## config.mk

```make
export PLATFORM = sky130hd
export DESIGN_NAME = zph_fill
export DESIGN_NICKNAME = d
export VERILOG_FILES = /design/src/hdl/zph_pkg.sv /design/src/hdl/zph_fill.sv
export SDC_FILE = /design/constraint.sdc
export NUM_CORES = 2
export LEC_CHECK = 0
export ABC_AREA = 1
export BUFFER_PORTS_ARGS = -buffer_cell sky130_fd_sc_hd__buf_4
export CAP_MARGIN = 25
export CORE_UTILIZATION = 40
export CTS_CLUSTER_SIZE = 8
export DETAILED_ROUTE_END_ITERATION = 10
export PLACE_DENSITY = 0.64
export SKIP_CTS_REPAIR_TIMING = 1
export SYNTH_ARGS = -nofsm -noshare
export SYNTH_HDL_FRONTEND = slang
export SYNTH_SLANG_ARGS = --single-unit
```

## constraint.sdc

```tcl
create_clock -name clk -period 10.2 [get_ports clk]
set_input_delay 2.04 -clock clk [delete_from_list [all_inputs] [get_ports clk]]
set_output_delay 2.04 -clock clk [all_outputs]
set_load 0.05 [all_outputs]
```

## src/hdl/zph_pkg.sv

```systemverilog
// Shared types, constants and helper functions for the Zobrist position hash block.
// No dependencies; every other file in hdl/ imports this package.
package zph_pkg;

    localparam int SQUARES     = 64;
    localparam int SQ_W        = $clog2(SQUARES);
    localparam int PIECE_KINDS = 12;
    localparam int PIECE_W     = 4;
    localparam int CASTLE_KEYS = 4;
    localparam int EP_KEYS     = 8;

    localparam int CASTLE_BASE = PIECE_KINDS * SQUARES;
    localparam int EP_BASE     = CASTLE_BASE + CASTLE_KEYS;
    localparam int TURN_INDEX  = EP_BASE + EP_KEYS;
    localparam int PAWN_BASE   = TURN_INDEX + 1;
    localparam int KEY_COUNT   = PAWN_BASE + SQUARES;
    localparam int KEY_AW      = $clog2(KEY_COUNT);

    // Keys above the piece table, addressed as bits of one select mask.
    localparam int TAIL_W  = PAWN_BASE - CASTLE_BASE;
    localparam int XMASK_W = KEY_COUNT - CASTLE_BASE;
    localparam int XIDX_W  = $clog2(XMASK_W);

    localparam logic [63:0] GEN_SEED = 64'd314159265;
    localparam logic [63:0] GEN_MULT = 64'd2685821657736338717;
    localparam int GEN_SH_A = 12;
    localparam int GEN_SH_B = 25;
    localparam int GEN_SH_C = 27;

    localparam logic FUNC_BOARD = 1'b0;
    localparam logic FUNC_PAWN  = 1'b1;

    localparam logic KIND_POSITION = 1'b0;
    localparam logic KIND_PAWN     = 1'b1;

    typedef struct packed {
        logic                   func;
        logic [SQ_W-1:0]        square;
        logic [PIECE_W-1:0]     piece;
        logic                   last;
        logic [CASTLE_KEYS-1:0] castle_bits;
        logic signed [3:0]      ep_col;
        logic                   black_to_move;
        logic [SQUARES-1:0]     pawn_mask;
    } req_t;

    typedef struct packed {
        logic [63:0] hash;
        logic        hash_kind;
    } rsp_t;

    // One classified work item passed from front to back.
    typedef struct packed {
        logic               kind;
        logic               emit;
        logic               piece_hit;
        logic [KEY_AW-1:0]  piece_addr;
        logic [XMASK_W-1:0] xmask;
    } job_t;

    typedef struct packed {
        logic              en;
        logic [KEY_AW-1:0] addr;
        logic [63:0]       data;
    } key_wr_t;

    typedef enum logic [2:0] {
        FILL_SHIFT,
        FILL_MUL0,
        FILL_MUL1,
        FILL_MUL2,
        FILL_ADD,
        FILL_WRITE,
        FILL_DONE
    } fill_state_t;

    function automatic logic [63:0] xorshift_step(input logic [63:0] s);
        logic [63:0] t;
        t = s ^ (s >> GEN_SH_A);
        t = t ^ (t << GEN_SH_B);
        t = t ^ (t >> GEN_SH_C);
        return t;
    endfunction

endpackage

```

## src/hdl/zph_fill.sv

```systemverilog
// Key fill sequencer: xorshift64* generator, one shared 32x32 multiplier.
// Depends on zph_pkg; writes keys into the key memory held by zph_back.
module zph_fill
    import zph_pkg::*;
(
    input  logic    clk,
    input  logic    rst_n,
    output key_wr_t key_wr,
    output logic    fill_done
);

    fill_state_t       state_reg, state_next;
    logic [63:0]       gen_reg, gen_next;
    logic [KEY_AW-1:0] idx_reg, idx_next;
    logic [63:0]       prod_reg, prod_next;
    logic [63:0]       key_reg, key_next;
    logic [31:0]       mul_a, mul_b;

    // Next state
    always_comb
    begin
        state_next = state_reg;
        case (state_reg)
            FILL_SHIFT: state_next = FILL_MUL0;
            FILL_MUL0:  state_next = FILL_MUL1;
            FILL_MUL1:  state_next = FILL_MUL2;
            FILL_MUL2:  state_next = FILL_ADD;
            FILL_ADD:   state_next = FILL_WRITE;
            FILL_WRITE:
            begin
                if (idx_reg == KEY_AW'(KEY_COUNT - 1))
                    state_next = FILL_DONE;
                else
                    state_next = FILL_SHIFT;
            end
            FILL_DONE:  state_next = FILL_DONE;
            default:    state_next = FILL_DONE;
        endcase
    end

    // Outputs and multiplier operand select
    always_comb
    begin
        key_wr    = '0;
        fill_done = 1'b0;
        mul_a     = gen_reg[31:0];
        mul_b     = GEN_MULT[31:0];
        case (state_reg)
            FILL_MUL1:
            begin
                mul_a = gen_reg[31:0];
                mul_b = GEN_MULT[63:32];
            end
            FILL_MUL2:
            begin
                mul_a = gen_reg[63:32];
                mul_b = GEN_MULT[31:0];
            end
            FILL_WRITE:
            begin
                key_wr.en   = 1'b1;
                key_wr.addr = idx_reg;
                key_wr.data = key_reg;
            end
            FILL_DONE: fill_done = 1'b1;
            default: ;
        endcase
    end

    // Datapath: low product, then the two cross products into the upper half
    always_comb
    begin
        gen_next  = gen_reg;
        idx_next  = idx_reg;
        key_next  = key_reg;
        prod_next = mul_a * mul_b;
        case (state_reg)
            FILL_SHIFT: gen_next = xorshift_step(gen_reg);
            FILL_MUL1:  key_next = prod_reg;
            FILL_MUL2:  key_next[63:32] = key_reg[63:32] + prod_reg[31:0];
            FILL_ADD:   key_next[63:32] = key_reg[63:32] + prod_reg[31:0];
            FILL_WRITE: idx_next = idx_reg + KEY_AW'(1);
            default: ;
        endcase
    end

    always_ff @(posedge clk or negedge rst_n)
    begin
        if (!rst_n)
        begin
            state_reg <= FILL_SHIFT;
            gen_reg   <= GEN_SEED;
            idx_reg   <= '0;
        end
        else
        begin
            state_reg <= state_next;
            gen_reg   <= gen_next;
            idx_reg   <= idx_next;
        end
    end

    always_ff @(posedge clk)
    begin
        prod_reg <= prod_next;
        key_reg  <= key_next;
    end

endmodule

```

==> metrics <==
IO Pins 78; crit path DAT 9.97 ns; final hold viol count 0; Hold Crit Class flop to flop; placer's final routability congestion estimate 0.993; share of layout cells above drive strength 1 0.0640; number of global-route vias before repair 29.2k; Post-synth EDFFs 64; Slew HR 0.356; nets@finish 5771; Area growth syn-to-layout 8.52%; clock skew 0.0476 ns; top cells by area in the synthesized netlist fa_1 (31%), ha_1 (15%), inv_1 (14%), nand2_1 (11%), edfxtp_1 (5.2%); post-route cell area 0.0399 mm2; ANT nets after route 0; CTS H-tree lvls 1; clock period minus worst slack 9.52 ns; Post-Layout Cell Count 5970; DPL Wire Length 98700 um; sequential-to-total area share from yosys stat 0.140; die height 305 um; FF+latch count, synth 205; Least-Margin Pin Slew 0.955 ns; total chip power 2120 uW; VDD IR max 0.132 mV; total of max-cap violations 0; DRT Pass-1 Iters 6; fmax 105 MHz; Synth Instances 4639; Pwr Density 53.0 mW/mm2; # diodes 0; maximum clock path buffer count 3; placed insts 5915; top cells by count, synth inv_1 (1324), nand2_1 (1114), fa_1 (564); Core Footprint 0.0906 mm2; largest net degree at the start of global routing 91; initial antenna violation count 0; Synth cell types 49; GRT Total Usage 0.248; CTS buffer count 31; DRT Wirelength 112000 um; Final Util 0.441; DRT iter0 DRCs 2356; grt total ovfl 0; crit share post-route 0.933; count leader, synth inv_1; RSZ-0062 raised after global routing no; number of remaining DRC errors 0; vias 28.5k; post-DR wirelength/cell 18.8 um; mapped cell area 0.0368 mm2; Vias per Instance 4.77; Pleak 0.0237 uW; port bufs 77; Initial Util 0.406; maximum net fanout on the critical path 26; Avg Inst Size Synth 7.93 um2; setup_tns 0 ns; TritonCTS clock tree done; status complete, no violations; die area 0.0932 mm2; worst setup path class flop to flop; pins over their slew limit 0; clk slew on worst S/H paths 0.05 ns; final setup violation count 0; CP Capture Type flop; Critical Path Start Type flop; Synth area leader fa_1; Die W 305 um; Yosys warning count 0; first-pass GRT wire length 174000 um; Yosys top cell area share 0.307; FILL cells 9170; CTS Sinks 205; CTS Root Cell clkbuf_16; ys flop type edfxtp_1; clk_lat worst skew 0.63 ns; row cnt 110; Data required, critical path 10.66 ns; Post-synth ARST share 0.376; Area after DPL 0.0390 mm2
-- metal layers --
layer / track usage / up-vias / wire length [um]
met2: 0.395 / 876 / 50000
met5: 0 / - / 0
met4: 0.0601 / 0 / 2730
met1: 0.354 / 13700 / 51400
li1: - / 13700 / -
met3: 0.0349 / 131 / 7820
-- report_power, final --
| part | leakage, uW | total, uW | internal [uW] | switching [uW] |
|---|---|---|---|---|
| Combinational | 0.0212 | 236 | 80.3 | 156 |
| Clock | 0.000444 | 1010 | 599 | 406 |
| Sequential | 0.00211 | 874 | 862 | 12.5 |
-- final cells by class --
type	count	area [um2]	share of cell area
inverter	1370	5150	0.129
tap	1176	1470	0.0369
clock inverter	4	62.6	0.00157
sequential	205	5150	0.129
timing repair buffer	106	816	0.0204
multi-input combinational	3059	26400	0.661
clock buffer	50	867	0.0217
-- per-stage QoR --
step / hold slack [ns] / worst slack [ns]
after floorplan: 0.415 / 2.91
after global placement: 0.479 / 0.840
after detailed placement: 0.484 / 0.780
after CTS: 0.495 / 0.763
after global routing: 0.503 / 0.335
final: 0.480 / 0.683
-- worst max-delay path, stage by stage, from the launching register on --
cell and delay, ns:
dfrtp_1 0.52, inv_2 0.14, nand3_4 0.34, buf_4 0.37, o21ai_2 0.52, inv_1 0.36
nor2_1 0.71, inv_1 0.31, fa_1 0.59, inv_1 0.06, fa_1 0.51, inv_1 0.07
fa_1 0.50, fa_1 0.55, inv_1 0.08, fa_1 0.59, fa_1 0.44, fa_1 0.51
fa_1 0.42, ha_1 0.40, nand2_1 0.15, nor2_1 0.30, nand2_1 0.16, o21bai_1 0.22
inv_1 0.06, nand2_1 0.11, xor2_1 0.35
-- cells by family after synthesis --
group | count (synthesis) | share of synthesized area
buffers and inverters | 1418 | 0.147
XOR/XNOR | 175 | 0.0421
other | 2 | 0.000204
AO/OA/AOI/OAI | 208 | 0.0348
flip-flops | 205 | 0.140
AND/OR/NAND/NOR | 1635 | 0.182
adder cells (fa/ha/maj) | 996 | 0.454
-- cells in the final DEF, fill, tap and decap left out, types with 14 or more instances in the layout --
master	count
buf_4	105
o21ai_0	74
xor2_1	88
inv_1	1324
conb_1	45
dfrtp_1	64
nor3_1	20
nand3_1	107
nand4_1	19
xnor2_1	85
or2_2	23
o21ai_2	14
inv_2	42
a21oi_1	80
nand2_1	1114
fa_1	564
ha_1	432
dfxtp_1	64
nor2_2	17
nor2_1	288
clkbuf_1	17
clkbuf_16	31
edfxtp_1	64
-- worst paths after layout --
check                             start           end  slack [ns]  cells after the start
max in group asynchronous         rst_n   gen_reg[19]        8.32                      2
hold / removal             prod_reg[31]   key_reg[31]        0.48                      0
setup reg to reg           state_reg[2]  prod_reg[33]        0.68                     26
setup / recovery           state_reg[2]  prod_reg[33]        0.68                     26
min in group asynchronous         rst_n   gen_reg[14]        1.27                      1
hold reg to reg            prod_reg[31]   key_reg[31]        0.48                      0
(Power assumes the default switching activity.)
