### config.mk
export PLATFORM = sky130hd
export DESIGN_NAME = zph_front
export DESIGN_NICKNAME = d
export VERILOG_FILES = /design/src/hdl/zph_pkg.sv /design/src/hdl/zph_front.sv
export SDC_FILE = /design/constraint.sdc
export NUM_CORES = 1
export LEC_CHECK = 0
export ABC_AREA = 0
export BUFFER_PORTS_ARGS = -buffer_cell sky130_fd_sc_hd__buf_2
export CORE_ASPECT_RATIO = 1.5
export CORE_UTILIZATION = 57
export DETAILED_ROUTE_END_ITERATION = 10
export PLACE_DENSITY = 0.84
export RECOVER_POWER = 25
export SLEW_MARGIN = 10
export SYNTH_ARGS = -nofsm -noshare
export SYNTH_HDL_FRONTEND = slang
export SYNTH_SLANG_ARGS = --single-unit
### constraint.sdc
create_clock -name clk -period 13.67 [get_ports clk]
set_input_delay 0 -clock clk [delete_from_list [all_inputs] [get_ports clk]]
set_output_delay 0 -clock clk [all_outputs]
set_load 0.02 [all_outputs]
### src/hdl/zph_pkg.sv
// Shared types, constants and helper functions for the Zobrist position hash block.
// No dependencies; every other file in hdl/ imports this package.
package zph_pkg;

    localparam int SQUARES     = 64;
    localparam int SQ_W        = $clog2(SQUARES);
    localparam int PIECE_KINDS = 12;
    localparam int PIECE_W     = 4;
    localparam int CASTLE_KEYS = 4;
    localparam int EP_KEYS     = 8;

    localparam int CASTLE_BASE = PIECE_KINDS * SQUARES;
    localparam int EP_BASE     = CASTLE_BASE + CASTLE_KEYS;
    localparam int TURN_INDEX  = EP_BASE + EP_KEYS;
    localparam int PAWN_BASE   = TURN_INDEX + 1;
    localparam int KEY_COUNT   = PAWN_BASE + SQUARES;
    localparam int KEY_AW      = $clog2(KEY_COUNT);

    // Keys above the piece table, addressed as bits of one select mask.
    localparam int TAIL_W  = PAWN_BASE - CASTLE_BASE;
    localparam int XMASK_W = KEY_COUNT - CASTLE_BASE;
    localparam int XIDX_W  = $clog2(XMASK_W);

    localparam logic [63:0] GEN_SEED = 64'd314159265;
    localparam logic [63:0] GEN_MULT = 64'd2685821657736338717;
    localparam int GEN_SH_A = 12;
    localparam int GEN_SH_B = 25;
    localparam int GEN_SH_C = 27;

    localparam logic FUNC_BOARD = 1'b0;
    localparam logic FUNC_PAWN  = 1'b1;

    localparam logic KIND_POSITION = 1'b0;
    localparam logic KIND_PAWN     = 1'b1;

    typedef struct packed {
        logic                   func;
        logic [SQ_W-1:0]        square;
        logic [PIECE_W-1:0]     piece;
        logic                   last;
        logic [CASTLE_KEYS-1:0] castle_bits;
        logic signed [3:0]      ep_col;
        logic                   black_to_move;
        logic [SQUARES-1:0]     pawn_mask;
    } req_t;

    typedef struct packed {
        logic [63:0] hash;
        logic        hash_kind;
    } rsp_t;

    // One classified work item passed from front to back.
    typedef struct packed {
        logic               kind;
        logic               emit;
        logic               piece_hit;
        logic [KEY_AW-1:0]  piece_addr;
        logic [XMASK_W-1:0] xmask;
    } job_t;

    typedef struct packed {
        logic              en;
        logic [KEY_AW-1:0] addr;
        logic [63:0]       data;
    } key_wr_t;

    typedef enum logic [2:0] {
        FILL_SHIFT,
        FILL_MUL0,
        FILL_MUL1,
        FILL_MUL2,
        FILL_ADD,
        FILL_WRITE,
        FILL_DONE
    } fill_state_t;

    function automatic logic [63:0] xorshift_step(input logic [63:0] s);
        logic [63:0] t;
        t = s ^ (s >> GEN_SH_A);
        t = t ^ (t << GEN_SH_B);
        t = t ^ (t >> GEN_SH_C);
        return t;
    endfunction

endpackage

### src/hdl/zph_front.sv
// Front end: accepts request transactions, turns each into a job, queues it.
// Depends on zph_pkg; feeds zph_back through a two-entry job queue.
module zph_front
    import zph_pkg::*;
(
    input  logic clk,
    input  logic rst_n,
    input  logic fill_done,
    input  logic req_valid,
    output logic req_stall,
    input  req_t req,
    output logic job_valid,
    output job_t job,
    input  logic job_pop
);

    localparam int QDEPTH = 2;
    localparam int QPW    = $clog2(QDEPTH);

    job_t              q_mem_reg [QDEPTH];
    logic [QPW-1:0]    wr_ptr_reg, rd_ptr_reg;
    logic [QPW:0]      cnt_reg, cnt_next;
    job_t              new_job;
    logic [EP_KEYS-1:0] ep_hot;
    logic              push;

    assign req_stall = !fill_done || (cnt_reg == (QPW+1)'(QDEPTH));
    assign push      = req_valid && !req_stall;

    // Classify: piece key address plus a select mask over the upper keys
    always_comb
    begin
        ep_hot  = req.ep_col[3] ? '0 : (EP_KEYS'(1) << req.ep_col[2:0]);
        new_job = '0;
        if (req.func == FUNC_PAWN)
        begin
            new_job.kind  = KIND_POSITION ^ KIND_PAWN ^ KIND_POSITION;
            new_job.emit  = 1'b1;
            new_job.xmask = {req.pawn_mask, TAIL_W'(0)};
        end
        else
        begin
            new_job.kind       = KIND_POSITION;
            new_job.emit       = req.last;
            new_job.piece_hit  = req.piece inside {[PIECE_W'(1):PIECE_W'(PIECE_KINDS)]};
            new_job.piece_addr = KEY_AW'(KEY_AW'(req.piece - PIECE_W'(1)) * KEY_AW'(SQUARES)
                                 + KEY_AW'(req.square));
            if (req.last)
                new_job.xmask = XMASK_W'({req.black_to_move, ep_hot, req.castle_bits});
        end
    end

    assign job_valid = (cnt_reg != '0);
    assign job       = q_mem_reg[rd_ptr_reg];

    always_comb
    begin
        cnt_next = cnt_reg;
        if (push && !job_pop)
            cnt_next = cnt_reg + (QPW+1)'(1);
        else if (!push && job_pop)
            cnt_next = cnt_reg - (QPW+1)'(1);
    end

    always_ff @(posedge clk or negedge rst_n)
    begin
        if (!rst_n)
        begin
            wr_ptr_reg <= '0;
            rd_ptr_reg <= '0;
            cnt_reg    <= '0;
        end
        else
        begin
            cnt_reg <= cnt_next;
            if (push)
                wr_ptr_reg <= wr_ptr_reg + QPW'(1);
            if (job_pop)
                rd_ptr_reg <= rd_ptr_reg + QPW'(1);
        end
    end

    always_ff @(posedge clk)
    begin
        if (push)
            q_mem_reg[wr_ptr_reg] <= new_job;
    end

endmodule

==> results of run 1 <==
what timing repair did:
action                                 in CTS  in global routing
hold buffers                               87                  0
resized for setup                           0                  0
endpoints found under the hold margin     174                  0
setup buffers                               0                  0
worst max-delay path by stage:
stage / from / endpoint / slack, ns / depth (start not counted)
2_1_floorplan: cnt_reg[0] / q_mem_reg[0][0] / 8.41 / 3
3_5_place_dp: cnt_reg[0] / q_mem_reg[0][31] / 11.37 / 4
3_3_place_gp: cnt_reg[0] / q_mem_reg[1][30] / 11.48 / 4
5_1_grt: req[84] / q_mem_reg[1][8] / 10.16 / 5
6_report: req[84] / q_mem_reg[1][8] / 10.44 / 5
4_1_cts: rd_ptr_reg / job[59] / 11.29 / 3
area by class of cell:
cell class | instances | share of cell area [%]
inverters | 3 | 0.1143
multi-input cells | 207 | 17.90
flip-flops and latches | 184 | 55.93
clock inverters | 10 | 1.296
repair buffers | 271 | 18.25
well taps | 156 | 1.981
clock buffers | 22 | 4.509
diodes | 1 | 0.02540
kinds of logic (layout without fill, tap and decap cells):
logic type | count (synthesis) | in the layout
muxes | 90 | 90
other | 0 | 1
xor gates and xnor gates | 7 | 7
DFF | 184 | 184
buffers and inverters | 21 | 306
adders and majority gates | 3 | 3
and+or+nand+nor | 107 | 107
where the power goes:
group	internal (mW)	total (mW)	switching, mW
sequential	0.706	0.728	0.0216
combinational	0.221	0.538	0.317
clock	0.285	0.475	0.189
stage by stage:
| stage | worst slack (ns) | hold WS, ns |
|---|---|---|
| finish | 10.44 | 0.02546 |
| global route | 10.16 | 0.02382 |
| CTS | 11.29 | 0.0008170 |
| detailed placement | 11.37 | -0.1904 |
| global placement | 11.48 | -0.1951 |
| floorplan | 8.407 | -0.2956 |
critical path: cells and delay by family:
family,cells,cell delay [ns]
buffers and inverters,2,2.75
AND/OR/NAND/NOR,3,0.63
cells in the final DEF (no fill, tap or decap), types with 3 or more instances in the layout:
cell type	count
xor2_1	4
nor2_1	10
ha_1	3
inv_1	3
dlygate4sd3_1	87
nor3_1	5
buf_4	3
and2_1	17
buf_2	180
mux2_2	90
bufinv_16	3
nor2b_1	6
clkbuf_16	17
nand2_1	4
dfrtp_1	3
clkinv_1	4
xnor2_1	3
and2_0	52
clkbuf_1	6
edfxtp_1	180
per-layer routing:
metal | share of wire, % | up-vias | track usage [%] | wire length, microns
li1 | - | 2079 | - | -
met1 | 36 | 2155 | 25.11 | 5619
met2 | 55 | 165 | 42.89 | 8512
met3 | 5.5 | 44 | 6.752 | 850
met4 | 3.5 | 0 | 11.24 | 541
met5 | 0 | - | 0 | 0
==> flow_summary_export.csv, run 1 <==
group,metric,value,unit
run_status,status,"finished with violations",
run_status,violations,"capacitance limit, slew limit",
die,chipWidth,95.23,microns
cells_and_area,utilization,78.34,%
synthesis,ys_types,26,
die,rows,50,
setup_path,crit_arrival,3.39,ns
synthesis,ys_seq_area_share,74.09,%
job,maxCapViolations,1,
synthesis,postSynthAreaPerCell,18.04,sq um
setup_path,path_max_fanout,80,
setup_path,critical_path.max_stage_delay,2.18,ns
synthesis,synth_top_area_share,72.74,%
cells_and_area,fillCellCount,698,
route,wl,15520,microns
sta,maxClockFrequency,309.3,MHz
cts,cts.path.max_buffers,2,
cells_and_area,layout.cells.non_filler,854,
cts,htree_num_levels,4,
grt,globalRouteTotalUtil,23.88,%
synthesis,async_flop_share,2.174,%
synthesis,post_synth_and_or_nand_nor_area_fraction,8.621,%
min_path,min_path_type,"primary input to register",
sta,finalCritPeriodShare,23.65,%
synthesis,synth.area.top_cells,"edfxtp_1 (73%), mux2_2 (14%), and2_1 (5.9%)",
cts,clk_pin_slew,0.06,ns
sta,tightest_slew,3.123,ns
min_path,worstHoldStart,"req[66]",
route,detail-route-antenna-nets,0,
grt,grt_pass1_vias,4835,
synthesis,synth-compound-area-share,0,%
cells_and_area,largest_register_ffs,180,
route,firstDrtPassIters,4,
cts,cts-root-buf,"clkbuf_16",
setup_path,startpoint_type,"primary input",
place,numPortBuffers,181,
synthesis,synth_top_family_by_area,"multiplexers",
setup_path,path_cells,"clkbuf_1 -> and2b_2 -> nand2_1 -> nor4_1 -> dlygate4sd3_1",
cells_and_area,ff_latch_area,5509,sq um
power_and_ir_drop,total_leakage_power,3.734,nW
synthesis,synth-edff-count,180,
min_path,whs_path_depth,3,
cells_and_area,fin_area,9851,sq um
setup_path,end_kind,"register",
sta,hold_viol,0,
route,wl_per_cell,18.18,microns
sta,slew_headroom,-108.2,%
synthesis,synth.most_common_cell,"edfxtp_1",
sta,maxSlewViolCount,81,
cells_and_area,drive_above_1_share,43.33,%
synthesis,synth_warnings,0,
route,routed_via_density,5.203,
cts,insertion_delay,0.42,ns
sta,tns,0,ns
cts,cts.sinks,184,
setup_path,r2r_cells,4,
cells_and_area,multiInputGateArea,1763,sq um
cells_and_area,syn_to_final_growth,32.56,%
route,vias,4443,
setup_path,reg2reg_from,"cnt_reg[0]",
sta,fin_skew,0.008110,ns
synthesis,synthTopCellsByCount,"edfxtp_1 (180), mux2_2 (90), and2_1 (70), nor2_1 (10), nor2b_1 (7)",
synthesis,ys_ff_latch,184,
min_path,holdPathEnd,"q_mem_reg[1][11]",
place,dp_cells,734,
setup_path,slowest_stage,"clkbuf_1",
cts,cts_tree,"yes",
power_and_ir_drop,fin_total_pwr,1.741,mW
route,drc,0,
synthesis,ys.flop_type,"edfxtp_1",
synthesis,syn_area,7431,sq um
synthesis,synthAdderAreaFrac,0.5051,%
cells_and_area,nets,777,
sta,setup-violations-final,0,
synthesis,synth_xor_area_share,0.8251,%
grt,grt_pass1_wl,23470,microns
grt,antenna_found_initial,1,
die,initial_core_util,59.09,%
place,placed_area,8407,sq um
die,fp.dieH,141.8,microns
setup_path,cp_data_required_time,13.83,ns
place,gp_congestion,0.7556,
grt,grt_max_degree,91,
setup_path,critical_path_class,"primary input to register",
die,dieArea,13510,sq um
power_and_ir_drop,powerDensity,176.7,nW/um^2
route,first_iter_violations,274,
die,pin_count,182,
sta,rsz0062_at_grt,"false",
setup_path,r2r_end,"q_mem_reg[0][76]",
synthesis,post-synth-top-area-cell,"edfxtp_1",
synthesis,synthMuxAreaShare,13.64,%
synthesis,syn_inst,412,
setup_path,r2r_slack,11.33,ns
grt,grt.overflow.total,0,
die,core_area,12570,sq um
sta,min_period,3.233,ns
place,dp_hpwl,8729,microns
cts,cts_made_buffers,17,
power_and_ir_drop,peakVddDrop,205.0,uV
synthesis,synth_nets,505,
(Power assumes the default switching activity.)
==> run 2, diff against run 1 <==
--- a/config.mk
+++ b/config.mk
@@ -5,12 +5,12 @@
 export SDC_FILE = /design/constraint.sdc
 export NUM_CORES = 1
 export LEC_CHECK = 0
-export ABC_AREA = 0
+export ABC_AREA = 1
 export BUFFER_PORTS_ARGS = -buffer_cell sky130_fd_sc_hd__buf_2
 export CORE_ASPECT_RATIO = 1.5
-export CORE_UTILIZATION = 57
+export CORE_UTILIZATION = 53
 export DETAILED_ROUTE_END_ITERATION = 10
-export PLACE_DENSITY = 0.84
+export PLACE_DENSITY = 0.79
 export RECOVER_POWER = 25
 export SLEW_MARGIN = 10
 export SYNTH_ARGS = -nofsm -noshare
==> constraint.sdc (replaced) <==
create_clock -name clk -period 3.15 [get_ports clk]
set_input_delay 0 -clock clk [delete_from_list [all_inputs] [get_ports clk]]
set_output_delay 0 -clock clk [all_outputs]
set_load 0.02 [all_outputs]
==> run 2 against run 1 <==
Net effect: the run now ends clean; largest cell class unchanged; final cell count increased by 16%; core utilization decreased by 6.2 points; wire length increased by 5.4%; combinational power increased to 4.2 times the previous value; critical path depth decreased by 2; highest routed layer unchanged; global-route usage decreased by 0.92 points.
==> flow_summary_export.csv, run 2 <==
group,metric,value,unit
place,numPortBuffers,181,
setup_path,crit_arrival,2.23,ns
setup_path,end_kind,"primary output",
setup_path,r2r_slack,1.25,ns
route,wl,16360,microns
synthesis,synth_top_area_share,71.40,%
setup_path,r2r_end,"q_mem_reg[1][50]",
cells_and_area,drive_above_1_share,38.33,%
route,vias,4916,
cts,htree_num_levels,4,
cells_and_area,largest_register_ffs,180,
power_and_ir_drop,p_switching,2.429,mW
grt,globalRouteTotalUtil,22.96,%
grt,grt.overflow.total,0,
route,drc,0,
cts,cts.sinks,184,
sta,finalCritPeriodShare,70.65,%
synthesis,synthAdderAreaFrac,0.4959,%
synthesis,syn_area,7570,sq um
sta,tightest_slew,1.383,ns
min_path,min_path_type,"primary input to register",
sta,setup_ws,0.9246,ns
synthesis,synth_nets,602,
cells_and_area,final_cell_mix,"edfxtp_1 (180), buf_2 (176), mux2_2 (90), dlygate4sd3_1 (90), nand2_1 (86)",
route,wl_per_cell,16.48,microns
route,first_iter_violations,182,
synthesis,synth_warnings,0,
min_path,whs_path_depth,3,
sta,min_period,2.225,ns
grt,grt_pass1_vias,5365,
synthesis,synthMuxAreaShare,13.39,%
min_path,holdPathEnd,"q_mem_reg[0][78]",
cells_and_area,num_antenna_cells,0,
synthesis,ys_types,17,
cells_and_area,fin_area,10090,sq um
power_and_ir_drop,p_sw_share,32.17,%
synthesis,ys.flop_type,"edfxtp_1",
power_and_ir_drop,clkPwrFrac,27.4,%
synthesis,async_flop_share,2.174,%
synthesis,synth.most_common_cell,"edfxtp_1",
sta,rsz0062_at_grt,"false",
sta,fin_skew,0.01277,ns
min_path,worstHoldStart,"fill_done",
power_and_ir_drop,pwr-share-comb,29.7,%
sta,maxClockFrequency,449.4,MHz
synthesis,synth-compound-area-share,0.06612,%
place,dp_worst_setup_slack,1.285,ns
setup_path,critical_path_class,"register to primary output",
setup_path,reg2reg_from,"cnt_reg[0]",
cts,cts_tree,"yes",
sta,hold_viol,0,
synthesis,synth-edff-count,180,
synthesis,synth_xor_area_share,0.3471,%
route,firstDrtPassIters,5,
cells_and_area,nets,881,
sta,maxSlewViolCount,0,
setup_path,r2r_cells,5,
cts,cts.path.max_buffers,2,
synthesis,postSynthAreaPerCell,14.87,sq um
run_status,status,"finished, final reports clean",
synthesis,post-synth-top-area-cell,"edfxtp_1",
power_and_ir_drop,powerDensity,748.3,nW/um^2
cts,clk_pin_slew,0.07,ns
power_and_ir_drop,power.share.sequential,42.9,%
synthesis,post_synth_and_or_nand_nor_area_fraction,6.298,%
synthesis,ys_seq_area_share,72.73,%
grt,grt_pass1_wl,25350,microns
job,maxCapViolations,0,
place,dp_hpwl,9127,microns
grt,antenna_found_initial,0,
synthesis,syn_inst,509,
cts,cts_setup_buffers,0,
setup_path,cp_data_required_time,3.15,ns
die,fp.dieH,148.4,microns
power_and_ir_drop,peakVddDrop,480.3,uV
sta,holdWs,0.06385,ns
place,placed_area,8618,sq um
power_and_ir_drop,total_leakage_power,4.384,nW
sta,slew_headroom,7.815,%
setup_path,path_max_fanout,47,
synthesis,synthTopCellsByCount,"edfxtp_1 (180), mux2_2 (90), inv_1 (86), nand2_1 (86), nor2_1 (29)",
cts,insertion_delay,0.41,ns
power_and_ir_drop,internal-power,5.122,mW
cts,cts_made_buffers,17,
cells_and_area,mostFrequentLayoutCell,"edfxtp_1",
synthesis,ys_ff_latch,184,
grt,grt_max_degree,56,
cells_and_area,syn_to_final_growth,33.31,%
cts,cts-root-buf,"clkbuf_16",
sta,tns,0,ns
die,rows,53,
die,chipWidth,99.58,microns
die,pin_count,182,
die,initial_core_util,54.10,%
die,core_area,13990,sq um
sta,setup-violations-final,0,
die,dieArea,14770,sq um
route,detail-route-antenna-nets,0,
route,routed_via_density,4.951,
setup_path,startpoint_type,"register",
synthesis,synth_top_family_by_area,"multiplexers",
place,gp_congestion,0.7784,
synthesis,synth.area.top_cells,"edfxtp_1 (71%), mux2_2 (13%), inv_1 (4.3%)",
## run 2: cell count changes in the layout (fill, tap and decap cells not counted), sizes merged, moves of 5 or more
| cell | delta |
|---|---|
| nor3 | -5 |
| inv | +88 |
| nor2 | +19 |
| nor2b | -7 |
| nand3 | +5 |
| nand2 | +82 |
| and2 | -70 |
## run 2: cell families after synthesis
logic type / after synthesis
adder cells (fa/ha/maj): 3
flip-flops: 184
AND/OR/NAND/NOR: 123
AO/OA/AOI/OAI: 1
multiplexers: 90
buffers and inverters: 105
XOR/XNOR: 3
## run 2: per-stage QoR
stage	power [mW]	std cells	utilization, %
floorplan	4.863	509	-
global placement	5.386	871	61.59
detailed placement	5.430	871	61.59
CTS	7.569	993	72.22
global route	7.856	993	72.12
finish	7.551	993	72.12
## run 2: routing by layer
layer	GRT usage, %	part of all wire (%)	vias up
li1	-	-	2295
met1	22.50	35	2389
met2	44.48	57	198
met3	5.874	5.3	34
met4	10.00	2.5	0
met5	0	0	-
## run 2: worst max path at each step
stage	startpoint	end
after floorplan	cnt_reg[0]	q_mem_reg[0][0]
after global placement	cnt_reg[0]	q_mem_reg[1][49]
after detailed placement	cnt_reg[0]	q_mem_reg[1][47]
after CTS	rd_ptr_reg	job[50]
after global routing	rd_ptr_reg	job[62]
final	rd_ptr_reg	job[82]
## run 2: cell type report
| class | count | area [sq um] |
|---|---|---|
| fillers | 869 | 3901 |
| clock buffers | 17 | 425.4 |
| repair buffers | 279 | 1866 |
| well taps | 192 | 240.2 |
| inverters | 86 | 324.1 |
| flip-flops and latches | 184 | 5509 |
| multi-input cells | 220 | 1567 |
| clock inverters | 15 | 160.2 |
## run 2: worst max-delay path: stages (launching register included)
cell and delay [ns]:
dfrtp_4 0.86, buf_12 0.33, mux2_2 0.38, buf_2 0.17
## run 2: power groups by stage
stage	clock (mW)	combinational (mW)	sequential, mW
after global routing	2.20	2.38	3.27
after global placement	0	2.11	3.27
after detailed placement	0	2.14	3.29
final	2.07	2.24	3.24
after CTS	2.09	2.23	3.24
after floorplan	0	1.71	3.15
## run 2: timing repair
action,4_1_cts,5_1_grt
hold buffers,90,0
endpoints found under the setup margin,0,0
hold endpoints to repair,174,0
gates resized for setup,0,0
